--- config.mk ---
export PLATFORM = sky130hd
export DESIGN_NAME = modbus_rtu_request_parser
export DESIGN_NICKNAME = d
export VERILOG_FILES = /design/src/rtl/mrp_pkg.sv /design/src/rtl/modbus_rtu_request_parser.sv
export VERILOG_INCLUDE_DIRS = /design/src /design/src/rtl
export SDC_FILE = /design/constraint.sdc
export NUM_CORES = 1
export LEC_CHECK = 0
export ABC_AREA = 1
export CORE_ASPECT_RATIO = 1.2
export CORE_MARGIN = 2
export CORE_UTILIZATION = 30
export DETAILED_ROUTE_END_ITERATION = 8
export DONT_BUFFER_PORTS = 1
export SLEW_MARGIN = 20
export SYNTH_ARGS = -nofsm -noshare
export SYNTH_HDL_FRONTEND = slang
export SYNTH_SLANG_ARGS = --single-unit
export TNS_END_PERCENT = 1
--- constraint.sdc ---
create_clock -name clk -period 5.6 [get_ports clk]
set_input_delay 0.56 -clock clk [delete_from_list [all_inputs] [get_ports clk]]
set_output_delay 0.56 -clock clk [all_outputs]
set_load 0.03 [all_outputs]
--- src/rtl/modbus_rtu_request_parser_assert.svh ---
// ----------------------------------------------------------------------------
// Assertion macros for the Modbus RTU request parser
// Shared forms for the concurrent checks, clocked on clk and disabled in reset.
// ----------------------------------------------------------------------------
`ifndef MODBUS_RTU_REQUEST_PARSER_ASSERT_SVH
`define MODBUS_RTU_REQUEST_PARSER_ASSERT_SVH

// Same-cycle implication.
`define MRP_ASSERT_NOW(lbl, ante, cons, msg) \
	lbl: assert property (@(posedge clk) disable iff (!arst_n) (ante) |-> (cons)) \
		else $error(msg);

// Next-cycle implication.
`define MRP_ASSERT_NEXT(lbl, ante, cons, msg) \
	lbl: assert property (@(posedge clk) disable iff (!arst_n) (ante) |=> (cons)) \
		else $error(msg);

`endif

--- src/rtl/mrp_pkg.sv ---
// ----------------------------------------------------------------------------
// mrp_pkg
// Types, codes and the CRC-16/MODBUS byte step for the request parser.
// ----------------------------------------------------------------------------
package mrp_pkg;

	localparam int unsigned DATA_BYTES_DEFAULT = 256;

	localparam logic [15:0] CRC_SEED = 16'hFFFF;
	localparam logic [15:0] CRC_POLY = 16'hA001;

	localparam logic [7:0] FUNC_FIRST_FIXED = 8'd1;
	localparam logic [7:0] FUNC_LAST_FIXED  = 8'd6;
	localparam logic [7:0] FUNC_WRITE_MULTI = 8'd16;

	localparam logic [8:0] FIXED_DATA_BYTES = 9'd4;
	localparam logic [8:0] MULTI_HEAD_BYTES = 9'd5;

	localparam int unsigned OUT_DATA_W = 104;

	typedef enum logic [2:0] {
		PH_IDLE,
		PH_FUNC,
		PH_DATA,
		PH_CRCL,
		PH_CRCH
	} phase_t;

	typedef enum logic [2:0] {
		ST_OK         = 3'd0,
		ST_UNSUP      = 3'd1,
		ST_OVER       = 3'd2,
		ST_CRCERR     = 3'd3,
		ST_INCOMPLETE = 3'd4
	} status_t;

	typedef struct packed {
		phase_t      phase;
		logic        frame_done;
		logic [7:0]  held_address;
		logic [7:0]  held_function;
		logic [15:0] running_crc;
		logic [7:0]  crc_low_byte;
		logic [8:0]  bytes_taken;
		logic [8:0]  bytes_expected;
		logic [15:0] word_zero;
		logic [15:0] word_one;
		logic [7:0]  count_byte;
	} frame_state_t;

	localparam frame_state_t FRAME_CLEAR = '{
		phase:          PH_IDLE,
		frame_done:     1'b0,
		held_address:   8'h00,
		held_function:  8'h00,
		running_crc:    CRC_SEED,
		crc_low_byte:   8'h00,
		bytes_taken:    9'd0,
		bytes_expected: 9'd0,
		word_zero:      16'h0000,
		word_one:       16'h0000,
		count_byte:     8'h00
	};

	// One byte of CRC-16/MODBUS, reflected polynomial, LSB first.
	function automatic logic [15:0] crc16_step(input logic [15:0] crc, input logic [7:0] b);
		logic [15:0] c;
		c = crc ^ {8'h00, b};
		for (int k = 0; k < 8; k++) begin
			c = c[0] ? ((c >> 1) ^ CRC_POLY) : (c >> 1);
		end
		return c;
	endfunction

endpackage

--- src/rtl/modbus_rtu_request_parser.sv ---
// ----------------------------------------------------------------------------
// modbus_rtu_request_parser
// Parses Modbus RTU request frames byte by byte and reports at most once per frame.
// ----------------------------------------------------------------------------
//
// Channel   Direction  Handshake             Content
// s_*       in         s_tvalid / s_tready   one received byte with frame marks
// m_*       out        m_tvalid / m_tready   one report per frame
// cfg_*     in         cfg_valid / cfg_ready slave address register write
//
// Each byte passes an input register and then the parse logic, whose report
// is written to the result register once the byte leaves the input register;
// it is then offered on m_*.
// One byte is accepted in every cycle while the report path does not stall; the
// byte-wide CRC step and the frame state update are both done in the parse logic.
// A stalled report holds the pipeline; the input register still accepts a
// byte while its stage is empty. Reset is asynchronous and clears the frame
// state, the pipeline valids and sets the slave address to 1.
//
`include "modbus_rtu_request_parser_assert.svh"

module modbus_rtu_request_parser #(
	parameter int unsigned DATA_BYTES = mrp_pkg::DATA_BYTES_DEFAULT
) (
	input  logic                               clk,
	input  logic                               arst_n,
	// Received bytes.
	input  logic                               s_tvalid,
	output logic                               s_tready,
	input  logic [7:0]                         s_tdata,   // [7:0] data_byte
	input  logic                               s_tuser,   // [0] first_of_frame
	input  logic                               s_tlast,   // last_of_frame
	// Frame reports.
	output logic                               m_tvalid,
	input  logic                               m_tready,
	// [2:0] status, [10:3] frame_address, [18:11] function_byte,
	// [27:19] data_count, [43:28] first_word, [59:44] second_word,
	// [67:60] payload_byte_count, [83:68] received_crc, [99:84] computed_crc,
	// [103:100] zero
	output logic [mrp_pkg::OUT_DATA_W-1:0]     m_tdata,
	// Slave address register.
	input  logic                               cfg_valid,
	output logic                               cfg_ready,
	input  logic [7:0]                         cfg_data
);

	import mrp_pkg::*;

	// Configuration register. Writes are always taken.
	logic [7:0] own_addr_q;

	assign cfg_ready = 1'b1;

	always_ff @(posedge clk or negedge arst_n) begin
		if (!arst_n) begin
			own_addr_q <= 8'h01;
		end else if (cfg_valid && cfg_ready) begin
			own_addr_q <= cfg_data;
		end
	end

	// Input register stage.
	logic       valid_s1;
	logic [7:0] byte_s1;
	logic       first_s1;
	logic       last_s1;

	// The result register is free when empty or being drained this cycle.
	logic out_free;
	logic fire_s1;

	assign out_free = !m_tvalid || m_tready;
	assign fire_s1  = valid_s1 && out_free;
	assign s_tready = !valid_s1 || out_free;

	always_ff @(posedge clk or negedge arst_n) begin
		if (!arst_n) begin
			valid_s1 <= 1'b0;
		end else if (s_tready) begin
			valid_s1 <= s_tvalid;
		end
	end

	always_ff @(posedge clk) begin
		if (s_tvalid && s_tready) begin
			byte_s1  <= s_tdata;
			first_s1 <= s_tuser;
			last_s1  <= s_tlast;
		end
	end

	// Frame state and parse logic.
	frame_state_t st_q;
	frame_state_t cur;
	frame_state_t nx;
	logic         res_valid;
	status_t      res_status;
	logic [15:0]  res_rx_crc;
	logic [8:0]   taken_inc;

	always_comb begin
		cur        = first_s1 ? FRAME_CLEAR : st_q;
		nx         = cur;
		res_valid  = 1'b0;
		res_status = ST_OK;
		res_rx_crc = 16'h0000;
		taken_inc  = cur.bytes_taken + 9'd1;
		if (!cur.frame_done) begin
			unique case (cur.phase)
				PH_IDLE: begin
					if (byte_s1 == own_addr_q) begin
						nx.held_address = byte_s1;
						nx.running_crc  = crc16_step(CRC_SEED, byte_s1);
						nx.phase        = PH_FUNC;
					end
				end
				PH_FUNC: begin
					nx.held_function = byte_s1;
					nx.running_crc   = crc16_step(cur.running_crc, byte_s1);
					nx.bytes_taken   = 9'd0;
					if (byte_s1 >= FUNC_FIRST_FIXED && byte_s1 <= FUNC_LAST_FIXED) begin
						nx.bytes_expected = FIXED_DATA_BYTES;
						nx.phase          = PH_DATA;
					end else if (byte_s1 == FUNC_WRITE_MULTI) begin
						nx.bytes_expected = MULTI_HEAD_BYTES;
						nx.phase          = PH_DATA;
					end else begin
						res_valid  = 1'b1;
						res_status = ST_UNSUP;
					end
				end
				PH_DATA: begin
					if (cur.bytes_taken >= 9'(DATA_BYTES)) begin
						res_valid  = 1'b1;
						res_status = ST_OVER;
					end else begin
						case (cur.bytes_taken)
							9'd0:    nx.word_zero[15:8] = byte_s1;
							9'd1:    nx.word_zero[7:0]  = byte_s1;
							9'd2:    nx.word_one[15:8]  = byte_s1;
							9'd3:    nx.word_one[7:0]   = byte_s1;
							9'd4:    nx.count_byte      = byte_s1;
							default: nx.count_byte      = cur.count_byte;
						endcase
						nx.running_crc = crc16_step(cur.running_crc, byte_s1);
						nx.bytes_taken = taken_inc;
						// The fifth byte of a multiple write sets the payload length.
						if (cur.held_function == FUNC_WRITE_MULTI
								&& taken_inc == MULTI_HEAD_BYTES) begin
							nx.bytes_expected = {1'b0, nx.count_byte} + MULTI_HEAD_BYTES;
						end
						if (taken_inc == nx.bytes_expected) begin
							nx.phase = PH_CRCL;
						end
					end
				end
				PH_CRCL: begin
					nx.crc_low_byte = byte_s1;
					nx.phase        = PH_CRCH;
				end
				PH_CRCH: begin
					res_valid  = 1'b1;
					res_rx_crc = {byte_s1, cur.crc_low_byte};
					res_status = (res_rx_crc == cur.running_crc) ? ST_OK : ST_CRCERR;
				end
				default: begin
					nx.phase = PH_IDLE;
				end
			endcase
			// A frame that ends without a report is incomplete.
			if (!res_valid && last_s1) begin
				res_valid  = 1'b1;
				res_status = ST_INCOMPLETE;
				res_rx_crc = {8'h00, nx.crc_low_byte};
			end
			if (res_valid) begin
				nx.frame_done = 1'b1;
			end
		end
	end

	always_ff @(posedge clk or negedge arst_n) begin
		if (!arst_n) begin
			st_q <= FRAME_CLEAR;
		end else if (fire_s1) begin
			st_q <= nx;
		end
	end

	// Result register.
	logic                  m_tvalid_q;
	logic [OUT_DATA_W-1:0] m_tdata_q;
	logic [7:0]            payload_count;

	assign payload_count = (nx.held_function == FUNC_WRITE_MULTI) ? nx.count_byte : 8'h00;

	always_ff @(posedge clk or negedge arst_n) begin
		if (!arst_n) begin
			m_tvalid_q <= 1'b0;
		end else if (out_free) begin
			m_tvalid_q <= fire_s1 && res_valid;
		end
	end

	always_ff @(posedge clk) begin
		if (fire_s1 && res_valid) begin
			m_tdata_q <= {4'h0, nx.running_crc, res_rx_crc, payload_count, nx.word_one,
				nx.word_zero, nx.bytes_taken, nx.held_function, nx.held_address, res_status};
		end
	end

	assign m_tvalid = m_tvalid_q;
	assign m_tdata  = m_tdata_q;

	// Checks.
	`MRP_ASSERT_NEXT(a_report_closes_frame, fire_s1 && res_valid, st_q.frame_done,
		"report did not close the frame")
	`MRP_ASSERT_NOW(a_quiet_after_report, fire_s1 && st_q.frame_done && !first_s1, !res_valid,
		"second report within one frame")
	`MRP_ASSERT_NOW(a_count_bounded, 1'b1, st_q.bytes_taken <= 9'(DATA_BYTES),
		"data count beyond the data limit")
	`MRP_ASSERT_NOW(a_stall_cause, !s_tready, valid_s1 && m_tvalid && !m_tready,
		"input stalled without a blocked report")

endmodule

Yosys cells after proc, flatten, opt, wreduce, memory -nomap -nowiden
Index checks and enable logic that the tools add are counted.
{ "op_classes": {"add_sub_neg": 2, "multipliers": 0, "div": 0, "n_lt_le_gt_ge": 3, "n_eq_ne": 15, "shift": 0, "n_mux": 65, "bitwise": 19, "reduce_logical": 15} }
{ "ops": {"columns": ["cell", "n"], "rows": [
  ["2-to-1 mux 16 bit", 18],
  ["2-to-1 mux 102 bit", 2],
  ["2-to-1 mux 8 bit", 14],
  ["2-to-1 mux 58 bit", 1],
  ["2-to-1 mux 9 bit", 6],
  ["inverter 2 -> 3 bit", 16],
  ["case mux 16 bit (3 select lines)", 1],
  ["2-to-1 mux 40 bit", 1],
  ["case mux 18 bit (2 select lines)", 1],
  ["equality test 8 x 5 -> 1 bit, second input constant", 3],
  ["equality test 9 x 2 -> 1 bit, second input constant", 2],
  ["equality test 9 x 3 -> 1 bit, second input constant", 2],
  ["2-to-1 mux 3 bit", 6],
  ["equality test 16 bit", 1],
  ["inverter 8 -> 16 bit", 1],
  ["bitwise XOR 16 x 8 -> 16 bit", 1],
  ["case mux 3 bit (5 select lines)", 1],
  ["2-to-1 mux 1 bit", 10],
  ["adder 8 x 3 -> 9 bit, second input constant", 1],
  ["adder 9 x 1 -> 9 bit, second input constant", 1],
  ["equality test 9 x 1 -> 1 bit, second input constant", 1],
  ["equality test 9 bit", 1],
  [">= comparator 9 bit, second input constant", 1],
  ["zero test 9 bit", 1],
  ["other kinds (16)", 26]
]} }
{ "word_totals": {"ff_bits": 222, "latch_bits": 0, "ram_bits": 0, "rom_bits": 0, "in_bits": 23, "out_inout_bits": 107, "memories": 0} }

Depth between registers and ports, before layout
Gate-level depths: netlist of run 1.
{ "depth": {"depth_word": 22, "ltp_mapped": 26, "depth_no_buf": 25} }

Worst setup path before layout of run 1
No wires, ideal clock.
{ "synth_timing": {"path_type": "register to register", "from": "register byte_s1[4]", "to": "register m_tdata_q[0] (netlist: m_tdata[0]) (enable)", "setup_ns": 0.453, "t_arrival_ns": 3.891, "setup_slack_ns": 1.256, "stages_incl_launch_ff": 13, "n_path_buf": 1, "path_cell_list": "edfxtp_1 clkbuf_1 clkinv_1 ha_1 inv_1 o21ai_0 o311ai_0 nor2_1 nor3_1 inv_1 nand3_1 o21ai_0 inv_1"} }
{ "synth_via": {"elab_chain_cells": 11, "word_cells_on_any_way": 14, "cone_classes": "order compare (2); eq/ne (1); mux (7); reduce/logical (4)"} }
{ "synth_rtl": {"columns": ["element", "line_no", "text"], "rows": [
  ["start: declaration", "modbus_rtu_request_parser.sv:64", "logic [7:0] byte_s1;"],
  ["start signal: assignment", "modbus_rtu_request_parser.sv:86", "byte_s1 <= s_tdata;"],
  [">= comparator 8 x 1 -> 1 bit (tied with other cells)", "modbus_rtu_request_parser.sv:121", "if (byte_s1 >= FUNC_FIRST_FIXED && byte_s1 <= FUNC_LAST_FIXED) begin"],
  ["logical AND 1 bit or 2-to-1 mux 1 bit (tied branches)", "modbus_rtu_request_parser.sv:121, modbus_rtu_request_parser.sv:124", null],
  ["2-to-1 mux 1 bit (*)", "modbus_rtu_request_parser.sv:121", null],
  ["case mux 1 bit (3 select lines) (*)", "modbus_rtu_request_parser.sv:109", "unique case (cur.phase)"],
  ["2-to-1 mux 1 bit (*)", "modbus_rtu_request_parser.sv:108", "if (!cur.frame_done) begin"],
  ["zero test 1 bit", "modbus_rtu_request_parser.sv:171", "if (!res_valid && last_s1) begin"],
  ["logical AND 1 bit", "modbus_rtu_request_parser.sv:171", null],
  ["2-to-1 mux 1 bit (*)", "modbus_rtu_request_parser.sv:171", null],
  ["2-to-1 mux 1 bit (*) (2 in series)", "modbus_rtu_request_parser.sv:108", null],
  ["logical AND 1 bit (*)", "modbus_rtu_request_parser.sv:206", "if (fire_s1 && res_valid) begin"],
  ["end signal: assignment", "modbus_rtu_request_parser.sv:207", "m_tdata_q <= {4'h0, nx.running_crc, res_rx_crc, payload_count, nx.word_one,"],
  ["end: declaration", "modbus_rtu_request_parser.sv:192", "logic [OUT_DATA_W-1:0] m_tdata_q;"]
]} }
Every way passes the cells marked *; elsewhere a longest branch is shown, timed or not. The select of a mux whose other input is x is not followed.
A chain may end at the register's enable or synchronous reset.

Worst setup path in the final report of run 1
{ "layout_timing": {"from": "register byte_s1[0]", "to": "register m_tdata_q[23] (netlist: m_tdata[23]) (enable)"} }
Same word-level chain as after synthesis.

==> summary.txt, run 1 <==
Status
  – Status: finished clean

Clocking
  – H-tree levels: 1
  – CTS tree: done
  – Sinks on Clock Net: 222
  – Total CTS buffers: 23
  – CTS max path bufs: 3
  – Clock slew at reported path FFs: 0.07 ns
  – Clk Latency, worst-skew pair: 0.55 ns
  – CTS root buffer: clkbuf_16
  – Post-CTS setup repair buffer count: 0

Power and ir drop
  – Peak supply drop: 0.000190 V
  – Clk pwr share: 32.7%
  – Sw frac: 34.6%
  – Sequential share of power: 47.3%
  – Comb pwr share: 20.0%
  – Leakage: 5.57 nW
  – P_int: 0.00317 W
  – Psw: 0.00168 W
  – P per Cell Area: 378 nW/um^2

Route
  – Detail-routed via count per cell: 5.10
  – Total Wirelength: 35600 um
  – Antenna viol nets, final: 0
  – Wire per inst: 19.5 um
  – Via total after detailed routing: 9309
  – Residual DRC: 0
  – First-pass iteration count of the detailed router: 6
  – Starting DRT DRC Count: 906

Logic synthesis
  – Mean Syn Cell Area: 8.58 um^2
  – Yosys Warn Count: 0
  – Syn Inst Count: 1348
  – Post-synthesis cell type count: 52
  – Number of synthesized flops with an enable pin: 110
  – Async set-reset flop share out of synthesis: 50.5%
  – Post-synthesis sequential area ratio: 52.9%
  – Cell Area, Synth: 11600 um^2
  – Most used flip-flop cell after synthesis: edfxtp_1
  – Post-synthesis register bit count: 222

Floorplanning
  – Chip Width: 183 um
  – DIE AREA: 40200 um^2
  – FP Rows: 78
  – Top Ports: 130
  – Die Height: 219 um
  – Initial core utilization: 30.5%
  – Core area: 38000 um^2

Setup path
  – Crit Path Category: register to register
  – CP startpoint: byte_s1[0]
  – Crit path max fanout: 64
  – WP data required: 5.79 ns
  – Most frequent CP cell: o21ai_0
  – CP Buf/Inv Count: 4
  – WP data arrival: 4.28 ns
  – Worst-path cell chain: clkinv_1, ha_1, nand2_1, o21ai_0, o311ai_0, nor2_1, nor3_1, inv_1, nand3_1, o21ai_0, inv_4, buf_12
  – RR Startpoint: byte_s1[0]
  – Slowest CP cell: edfxtp_1
  – Worst setup SP type: register
  – Worst path max stage delay: 0.64 ns
  – CP top delay family: buffers and inverters
  – Critical Path End Type: register

Layout
  – Most common cell after layout, fill and taps aside: nand2_1
  – Area delta synth->final: 10.8%
  – Fill cells: 3860
  – Layout cells sized above 1: 8.27%
  – Most frequent cells in the layout: nand2_1 (398), o21ai_0 (155), edfxtp_1 (110)
  – Fin nets: 1363
  – Post-layout util: 33.8%

Placement
  – DP Worst Slack: 1.54 ns
  – Port bufs: 0
  – Placer Congestion: 0.916
  – Detailed Place HPWL: 25300 um

Timing
  – Setup violations, final: 0
  – Final hold viol count: 0
  – Unrepaired setup endpoints after global routing: no
  – Final Cycle Share: 73.0%
  – Highest clock rate: 245 MHz
  – Minimum clock period: 4.09 ns
  – Pins over their slew limit: 0
  – Max_slew headroom: 39.9%
  – Tightest Pin Transition: 0.901 ns
  – Final worst slack: 1.51 ns
  – Worst Skew: 0.0238 ns
  – Setup TNS: 0 ns
  – Hold_ws: 0.0954 ns

Global route
  – GRT Util Overall: 17.7%
  – Initial antenna violation count: 2
  – Largest net degree at the start of global routing: 113
  – Global-route wire length before repair: 54700 um
  – Vias in the first global route: 9046
  – GRT overflow: 0

Hold path
  – Hold Crit Start: cfg_valid
  – Hold WC Path Type: primary input to register

Run
  – Max_cap viols: 0
-- Yosys cell counts, drive strengths merged (3+ instances only) --
| cell type | number | area (um^2) |
|---|---|---|
| a21oi | 29 | 149 |
| a221o | 3 | 30.0 |
| a221oi | 4 | 35.0 |
| a22oi | 15 | 113 |
| a31oi | 4 | 25.0 |
| buf | 26 | 145 |
| clkbuf | 36 | 135 |
| clkinv | 5 | 18.8 |
| dfrtp | 95 | 2380 |
| dfstp | 17 | 447 |
| edfxtp | 110 | 3300 |
| ha | 14 | 175 |
| inv | 116 | 438 |
| mux2 | 6 | 67.6 |
| nand2 | 412 | 1580 |
| nand3 | 87 | 435 |
| nand3b | 3 | 22.5 |
| nand4 | 10 | 68.8 |
| nor2 | 94 | 417 |
| nor3 | 10 | 61.3 |
| nor4 | 4 | 25.0 |
| o2111ai | 4 | 35.0 |
| o211ai | 5 | 37.5 |
| o21ai | 160 | 801 |
| o21bai | 3 | 22.5 |
| o221ai | 4 | 35.0 |
| o22ai | 18 | 113 |
| xnor2 | 13 | 114 |
| xor2 | 31 | 272 |
-- final timing paths --
kind	end	slack, ns	cells past startpoint
max	m_tdata[23]	1.51	12
min	own_addr_q[0]	0.1	1
max reg2reg	m_tdata[23]	1.51	12
min reg2reg	st_q[80]	0.47	2
max in group asynchronous	st_q[53]	4.49	2
min in group asynchronous	st_q[94]	0.64	2
-- per-layer routing --
metal  vias up  global-route usage (%)  wire length, um  part of all wire (%)
li1       4456                       -                -                     -
met5         -                       0                0                     0
met4         0                    6.53             1040                   2.9
met2       291                    30.1            17300                    49
met1      4500                    22.5            15200                    43
met3        62                    3.12             2010                   5.7
-- cells by family after synthesis --
group	synth area share (%)
AND/OR/NAND/NOR	22.7
flip-flops	52.9
other	0.0649
AO/OA/AOI/OAI	12.5
buffers and inverters	6.37
XOR/XNOR	3.33
adder cells (fa/ha/maj)	1.51
multiplexers	0.584
-- power groups by stage --
stage                     registers, W  clock network, W  logic [W]
after floorplan                0.00228                 0   0.000702
after global placement         0.00233                 0   0.000946
after detailed placement       0.00233                 0   0.000944
after CTS                      0.00230           0.00163   0.000969
after global routing           0.00232           0.00168    0.00109
final                          0.00230           0.00159   0.000969
-- layout make-up --
class	instances	area (um^2)	share of cell area, %
diodes	2	5.00	0.0390
clock buffers	24	579	4.52
clock inverters	18	196	1.53
inverters	121	459	3.58
multi-input cells	946	4730	36.9
flip-flops and latches	222	6130	47.8
well taps	480	601	4.68
repair buffers	12	125	0.976
-- stage by stage --
step,cell area (um^2),std cells,power (W)
after floorplan,11600,1351,0.00298
after global placement,12000,1779,0.00327
after detailed placement,12000,1779,0.00327
after CTS,12800,1823,0.00490
after global routing,12800,1825,0.00509
final,12800,1825,0.00485
-- what timing repair did --
action | 4_1_cts | 5_1_grt
endpoints found under the hold margin | 112 | 0
hold buffers | 2 | 0
resized for setup | 0 | 0
-- state kept, by name, indices dropped and copies added, names as in the netlist --
name,flops
st_q,102
m_tdata,100
byte_s1,8
valid_s1,1
first_s1,1
own_addr_q,8
last_s1,1
m_tvalid,1
(Power assumes the default switching activity.)
==> run 2, diff against run 1 <==
==> constraint.sdc (replaced) <==
create_clock -name clk -period 3.52 [get_ports clk]
set_input_delay 0.352 -clock clk [delete_from_list [all_inputs] [get_ports clk]]
set_output_delay 0.352 -clock clk [all_outputs]
set_load 0.03 [all_outputs]
==> run 2 against run 1 <==
Utilization increased by 1.7 points. Sequential share of layout area fell by 2.3 points. Sequential power rose by 58%. Wire length shrank 1.1%. Critical path type unchanged. Combinational power up 70%. Sequential cell count is the same. Critical path depth increased by 13. Hold slack worse by 0.012 ns. Clock skew shrank 0.013 ns.
==> summary.txt, run 2 (synthesized netlist as in run 1, its figures left out) <==
Clocking
  – Sinks on Clock Net: 222
  – Clock slew at reported path FFs: 0.06 ns
  – Clk Latency, worst-skew pair: 0.54 ns
  – CTS max path bufs: 3
  – H-tree levels: 1
  – CTS root buffer: clkbuf_16
  – CTS tree: done
  – Total CTS buffers: 25

Floorplanning
  – Chip Width: 183 um
  – DIE AREA: 40200 um^2
  – Core area: 38000 um^2
  – Top Ports: 130
  – Die Height: 219 um
  – Initial core utilization: 30.5%
  – FP Rows: 78

Layout
  – Most frequent cells in the layout: nand2_1 (398), o21ai_0 (152), edfxtp_1 (110)
  – Fin nets: 1426
  – Most common cell after layout, fill and taps aside: nand2_1
  – Post-layout util: 35.4%
  – Max reg flops: 102
  – Area delta synth->final: 16.3%
  – Largest register by flop count: st_q
  – Layout cells sized above 1: 11.7%
  – Final instance area: 13500 um^2
  – Antenna diode count: 0

Setup path
  – Worst R2R End: st_q[99]
  – Worst path max stage delay: 0.43 ns
  – Reg2Reg Depth: 25
  – Crit path max fanout: 7
  – WP data arrival: 3.68 ns
  – Crit Path Category: register to register
  – Critical Path End Type: register
  – RR Startpoint: first_s1
  – Slowest CP cell: edfxtp_1
  – Worst setup SP type: register
  – Most frequent CP cell: nand2_1
  – WP data required: 3.99 ns
  – Worst R2R Setup Slack: 0.31 ns

Route
  – Met3 WL post-DR: 2070 um
  – Detail-routed via count per cell: 5.06
  – Routed length on met2: 16800 um
  – Max Used Layer: met4
  – Wire per inst: 18.6 um
  – Residual DRC: 0
  – Total Wirelength: 35200 um
  – Starting DRT DRC Count: 852
  – Via total after detailed routing: 9553
  – DRT met1 WL: 15300 um
  – Antenna viol nets, final: 0
  – First-pass iteration count of the detailed router: 5

Hold path
  – Hold Crit Depth: 3
  – Hold Crit Start: m_tready
  – Hold WC Path Type: primary input to register
  – Worst Hold End: m_tvalid

Global route
  – GRT Util Overall: 17.4%
  – Global-route wire length before repair: 53800 um
  – Vias in the first global route: 9171
  – Largest net degree at the start of global routing: 113
  – GRT overflow: 0
  – Initial antenna violation count: 0

Timing
  – Final hold viol count: 0
  – Unrepaired setup endpoints after global routing: yes
  – Max_slew headroom: 36.3%
  – Final Cycle Share: 91.1%
  – Setup violations, final: 0
  – Pins over their slew limit: 0
  – Worst Skew: 0.0112 ns
  – Minimum clock period: 3.21 ns
  – Setup TNS: 0 ns
  – Tightest Pin Transition: 0.955 ns
  – Highest clock rate: 312 MHz

Placement
  – Placed standard-cell area: 12300 um^2
  – Detailed Place HPWL: 25100 um
  – Placer Congestion: 0.932
  – Port bufs: 0

Power and ir drop
  – Peak supply drop: 0.000251 V
  – P per Cell Area: 592 nW/um^2
  – Leakage: 5.88 nW

Run
  – Max_cap viols: 0

Status
  – Status: finished clean
-- run 2: worst max-delay path, delay by kind of cell (launching register included) --
family | cells | cell delay [ns]
AOI/OAI and AO/OA | 2 | 0.25
adders and majority gates | 2 | 0.53
buffers and inverters | 2 | 0.20
DFF | 1 | 0.43
and+or+nand+nor | 19 | 1.68
-- run 2: worst max path at each step --
stage,from,end
CTS,first_s1,m_tdata[61]
floorplan,byte_s1[4],m_tdata[0]
global route,first_s1,st_q[99]
detailed placement,first_s1,m_tdata[61]
global placement,first_s1,m_tdata[64]
finish,first_s1,st_q[99]
-- run 2: report_power, final --
part | switching, W | internal [W] | total, W
Combinational | 0.00114 | 0.000511 | 0.00165
Clock | 0.00111 | 0.00156 | 0.00268
Sequential | 0.000459 | 0.00318 | 0.00364
-- run 2: area by class of cell --
cell class	instances	area, um^2
Fill cell	3828	24500
Sequential cell	222	6130
Multi-Input combinational cell	947	4760
Clock buffer	30	654
Timing Repair Buffer	72	651
Tap cell	480	601
Inverter	121	478
Clock inverter	16	185
-- run 2: what timing repair did --
item | 4_1_cts | 5_1_grt
hold buffers | 22 | 0
hold endpoints to repair | 131 | 0
endpoints found under the setup margin | 0 | 15
setup buffers | 0 | 2
gates resized for setup | 0 | 8
-- run 2: per-layer routing --
metal,global-route usage (%),up-vias
li1,-,4582
met1,22.2,4618
met2,29.5,296
met3,3.19,57
met4,6.19,0
met5,0,-
-- run 2: metrics by stage --
step	hold WS, ns	worst slack [ns]	cells	power [W]
after floorplan	0.0564	0.00684	1351	0.00475
after global placement	0.0649	0.242	1817	0.00525
after detailed placement	0.0653	0.175	1817	0.00527
after CTS	0.0592	0.158	1885	0.00803
after global routing	0.0908	-0.0647	1888	0.00834
final	0.0833	0.314	1888	0.00796
==> run 3, diff against run 2 <==
--- a/config.mk
+++ b/config.mk
@@ -8,7 +8,6 @@
 export LEC_CHECK = 0
 export ABC_AREA = 1
 export CORE_ASPECT_RATIO = 1.2
-export CORE_MARGIN = 2
 export CORE_UTILIZATION = 30
 export DETAILED_ROUTE_END_ITERATION = 8
 export DONT_BUFFER_PORTS = 1
==> run 3 against run 2 <==
First-iteration DRC count up 20%. Clock skew up 0.0011 ns. Global-route usage up 0.49 points. Sequential share of layout area up 0.18 points. Clock-buffer cell count unchanged. Register-to-register slack better by 0.04 ns. Die area down 2.0%. Fmax up 1.2%. Hold slack worse by 0.0013 ns. Non-clock buffer count unchanged. Critical endpoint unchanged. Largest cell class unchanged. Largest power group unchanged.
==> summary.txt, run 3 (synthesized netlist as in run 1, its figures left out) <==
Status
  – Status: finished clean

Clocking
  – Total CTS buffers: 24
  – Clk Latency, worst-skew pair: 0.54 ns
  – CTS root buffer: clkbuf_16
  – H-tree levels: 1
  – Sinks on Clock Net: 222
  – CTS max path bufs: 3
  – Clock slew at reported path FFs: 0.07 ns
  – CTS tree: done

Layout
  – Largest register by flop count: st_q
  – Antenna diode count: 0
  – Multi-input logic area: 4770 um^2
  – Most common cell after layout, fill and taps aside: nand2_1
  – Fin nets: 1424
  – Most frequent cells in the layout: nand2_1 (397), o21ai_0 (153), edfxtp_1 (110)
  – Post-layout util: 35.4%
  – Max reg flops: 102
  – Layout cells sized above 1: 12.0%
  – Area delta synth->final: 15.8%
  – Fill cells: 3893
  – Register area: 6130 um^2

Timing
  – Final Cycle Share: 90.0%
  – Setup TNS: 0 ns
  – Tightest Pin Transition: 0.880 ns
  – Unrepaired setup endpoints after global routing: yes
  – Hold_ws: 0.0820 ns
  – Final hold viol count: 0
  – Max_slew headroom: 41.3%
  – Highest clock rate: 316 MHz
  – Worst Skew: 0.0123 ns
  – Setup violations, final: 0
  – Pins over their slew limit: 0
  – Minimum clock period: 3.17 ns

Floorplanning
  – FP Rows: 78
  – DIE AREA: 39400 um^2
  – Chip Width: 181 um
  – Initial core utilization: 30.6%
  – Die Height: 217 um
  – Top Ports: 130
  – Core area: 37900 um^2

Route
  – Detail-routed via count per cell: 5.10
  – Starting DRT DRC Count: 1019
  – Via total after detailed routing: 9611
  – Antenna viol nets, final: 0
  – First-pass iteration count of the detailed router: 5
  – Wire per inst: 18.6 um
  – Residual DRC: 0
  – Total Wirelength: 35000 um

Global route
  – Vias in the first global route: 9256
  – Global-route wire length before repair: 54400 um
  – Largest net degree at the start of global routing: 113
  – GRT Util Overall: 17.9%
  – GRT overflow: 0
  – Initial antenna violation count: 0

Placement
  – Detailed Place HPWL: 24700 um
  – Port bufs: 0
  – Placer Congestion: 0.942

Run
  – Max_cap viols: 0

Setup path
  – Worst setup SP type: register
  – WP data required: 4.00 ns
  – Worst R2R Setup Slack: 0.35 ns
  – Worst path max stage delay: 0.43 ns
  – CP Buf/Inv Count: 2
  – Most frequent CP cell: nand2_1
  – Slowest CP cell: edfxtp_1
  – CP top delay family: simple AND/OR/NAND/NOR gates
  – WP data arrival: 3.65 ns
  – Critical Path End Type: register
  – Crit Path Category: register to register
  – Crit path max fanout: 7

Power and ir drop
  – Peak supply drop: 0.000277 V
  – P per Cell Area: 581 nW/um^2
  – Leakage: 5.86 nW

Hold path
  – Hold WC Path Type: primary input to register
==> run 3: area by class of cell <==
class,count,area share [%]
flip-flops and latches,222,45.7
multi-input cells,946,35.6
clock buffers,30,5.03
repair buffers,72,4.88
well taps,480,4.48
inverters,121,3.57
clock inverters,14,0.765
==> run 3: path summary, 6_finish.rpt <==
kind,endpoint,cells past startpoint,start
worst max-delay path,st_q[99],25,first_s1
worst min-delay path,m_tvalid,3,m_tready
worst max register to register,st_q[99],25,first_s1
worst min register to register,st_q[80],2,st_q[80]
max in group asynchronous,st_q[53],2,arst_n
min in group asynchronous,st_q[30],2,arst_n
==> run 3: layer usage <==
| metal | track usage [%] | vias up | part of all wire (%) |
|---|---|---|---|
| li1 | - | 4583 | - |
| met1 | 22.8 | 4609 | 42 |
| met2 | 29.8 | 353 | 47 |
| met3 | 3.55 | 66 | 6.9 |
| met4 | 6.81 | 0 | 3.2 |
| met5 | 0 | - | 0 |
==> run 3: stage by stage <==
step / total power, W / cell area, um^2 / setup slack, ns / cells
after floorplan: 0.00475 / 11600 / 0.00684 / 1351
after global placement: 0.00526 / 12400 / 0.287 / 1818
after detailed placement: 0.00527 / 12400 / 0.241 / 1818
after CTS: 0.00786 / 13400 / 0.204 / 1884
after global routing: 0.00818 / 13400 / -0.0290 / 1885
final: 0.00778 / 13400 / 0.352 / 1885
==> run 3: worst register-to-register path, stage by stage (launching register included) <==
cell and delay, ns:
edfxtp_1 0.43, inv_4 0.10, nand2_2 0.11, inv_2 0.10, ha_2 0.21, nand4_2 0.13
nor2_2 0.14, nand3_2 0.10, ha_4 0.26, a21oi_1 0.11, nand2_1 0.07, nor2_2 0.11
nand2_1 0.06, nor2_1 0.09, nand2_1 0.09, nor2_4 0.21, nand2_1 0.10, nand2_1 0.09
nand2_1 0.05, nand2_1 0.07, nand2_1 0.06, nor2_1 0.11, nand3_1 0.08, o21bai_1 0.12
nand2_1 0.06, nand2_1 0.05
==> run 3: where the power goes <==
part,total (W),switching [W],internal [W]
registers,0.00363,0.000453,0.00318
clock network,0.00250,0.00112,0.00138
logic,0.00165,0.00114,0.000515
total,0.00778,0.00271,0.00507
==> run 3: what timing repair did <==
item,CTS,global route
hold endpoints to repair,131,0
hold buffers,22,0
buffers inserted,0,1
endpoints found under the setup margin,0,13
resized for setup,0,7
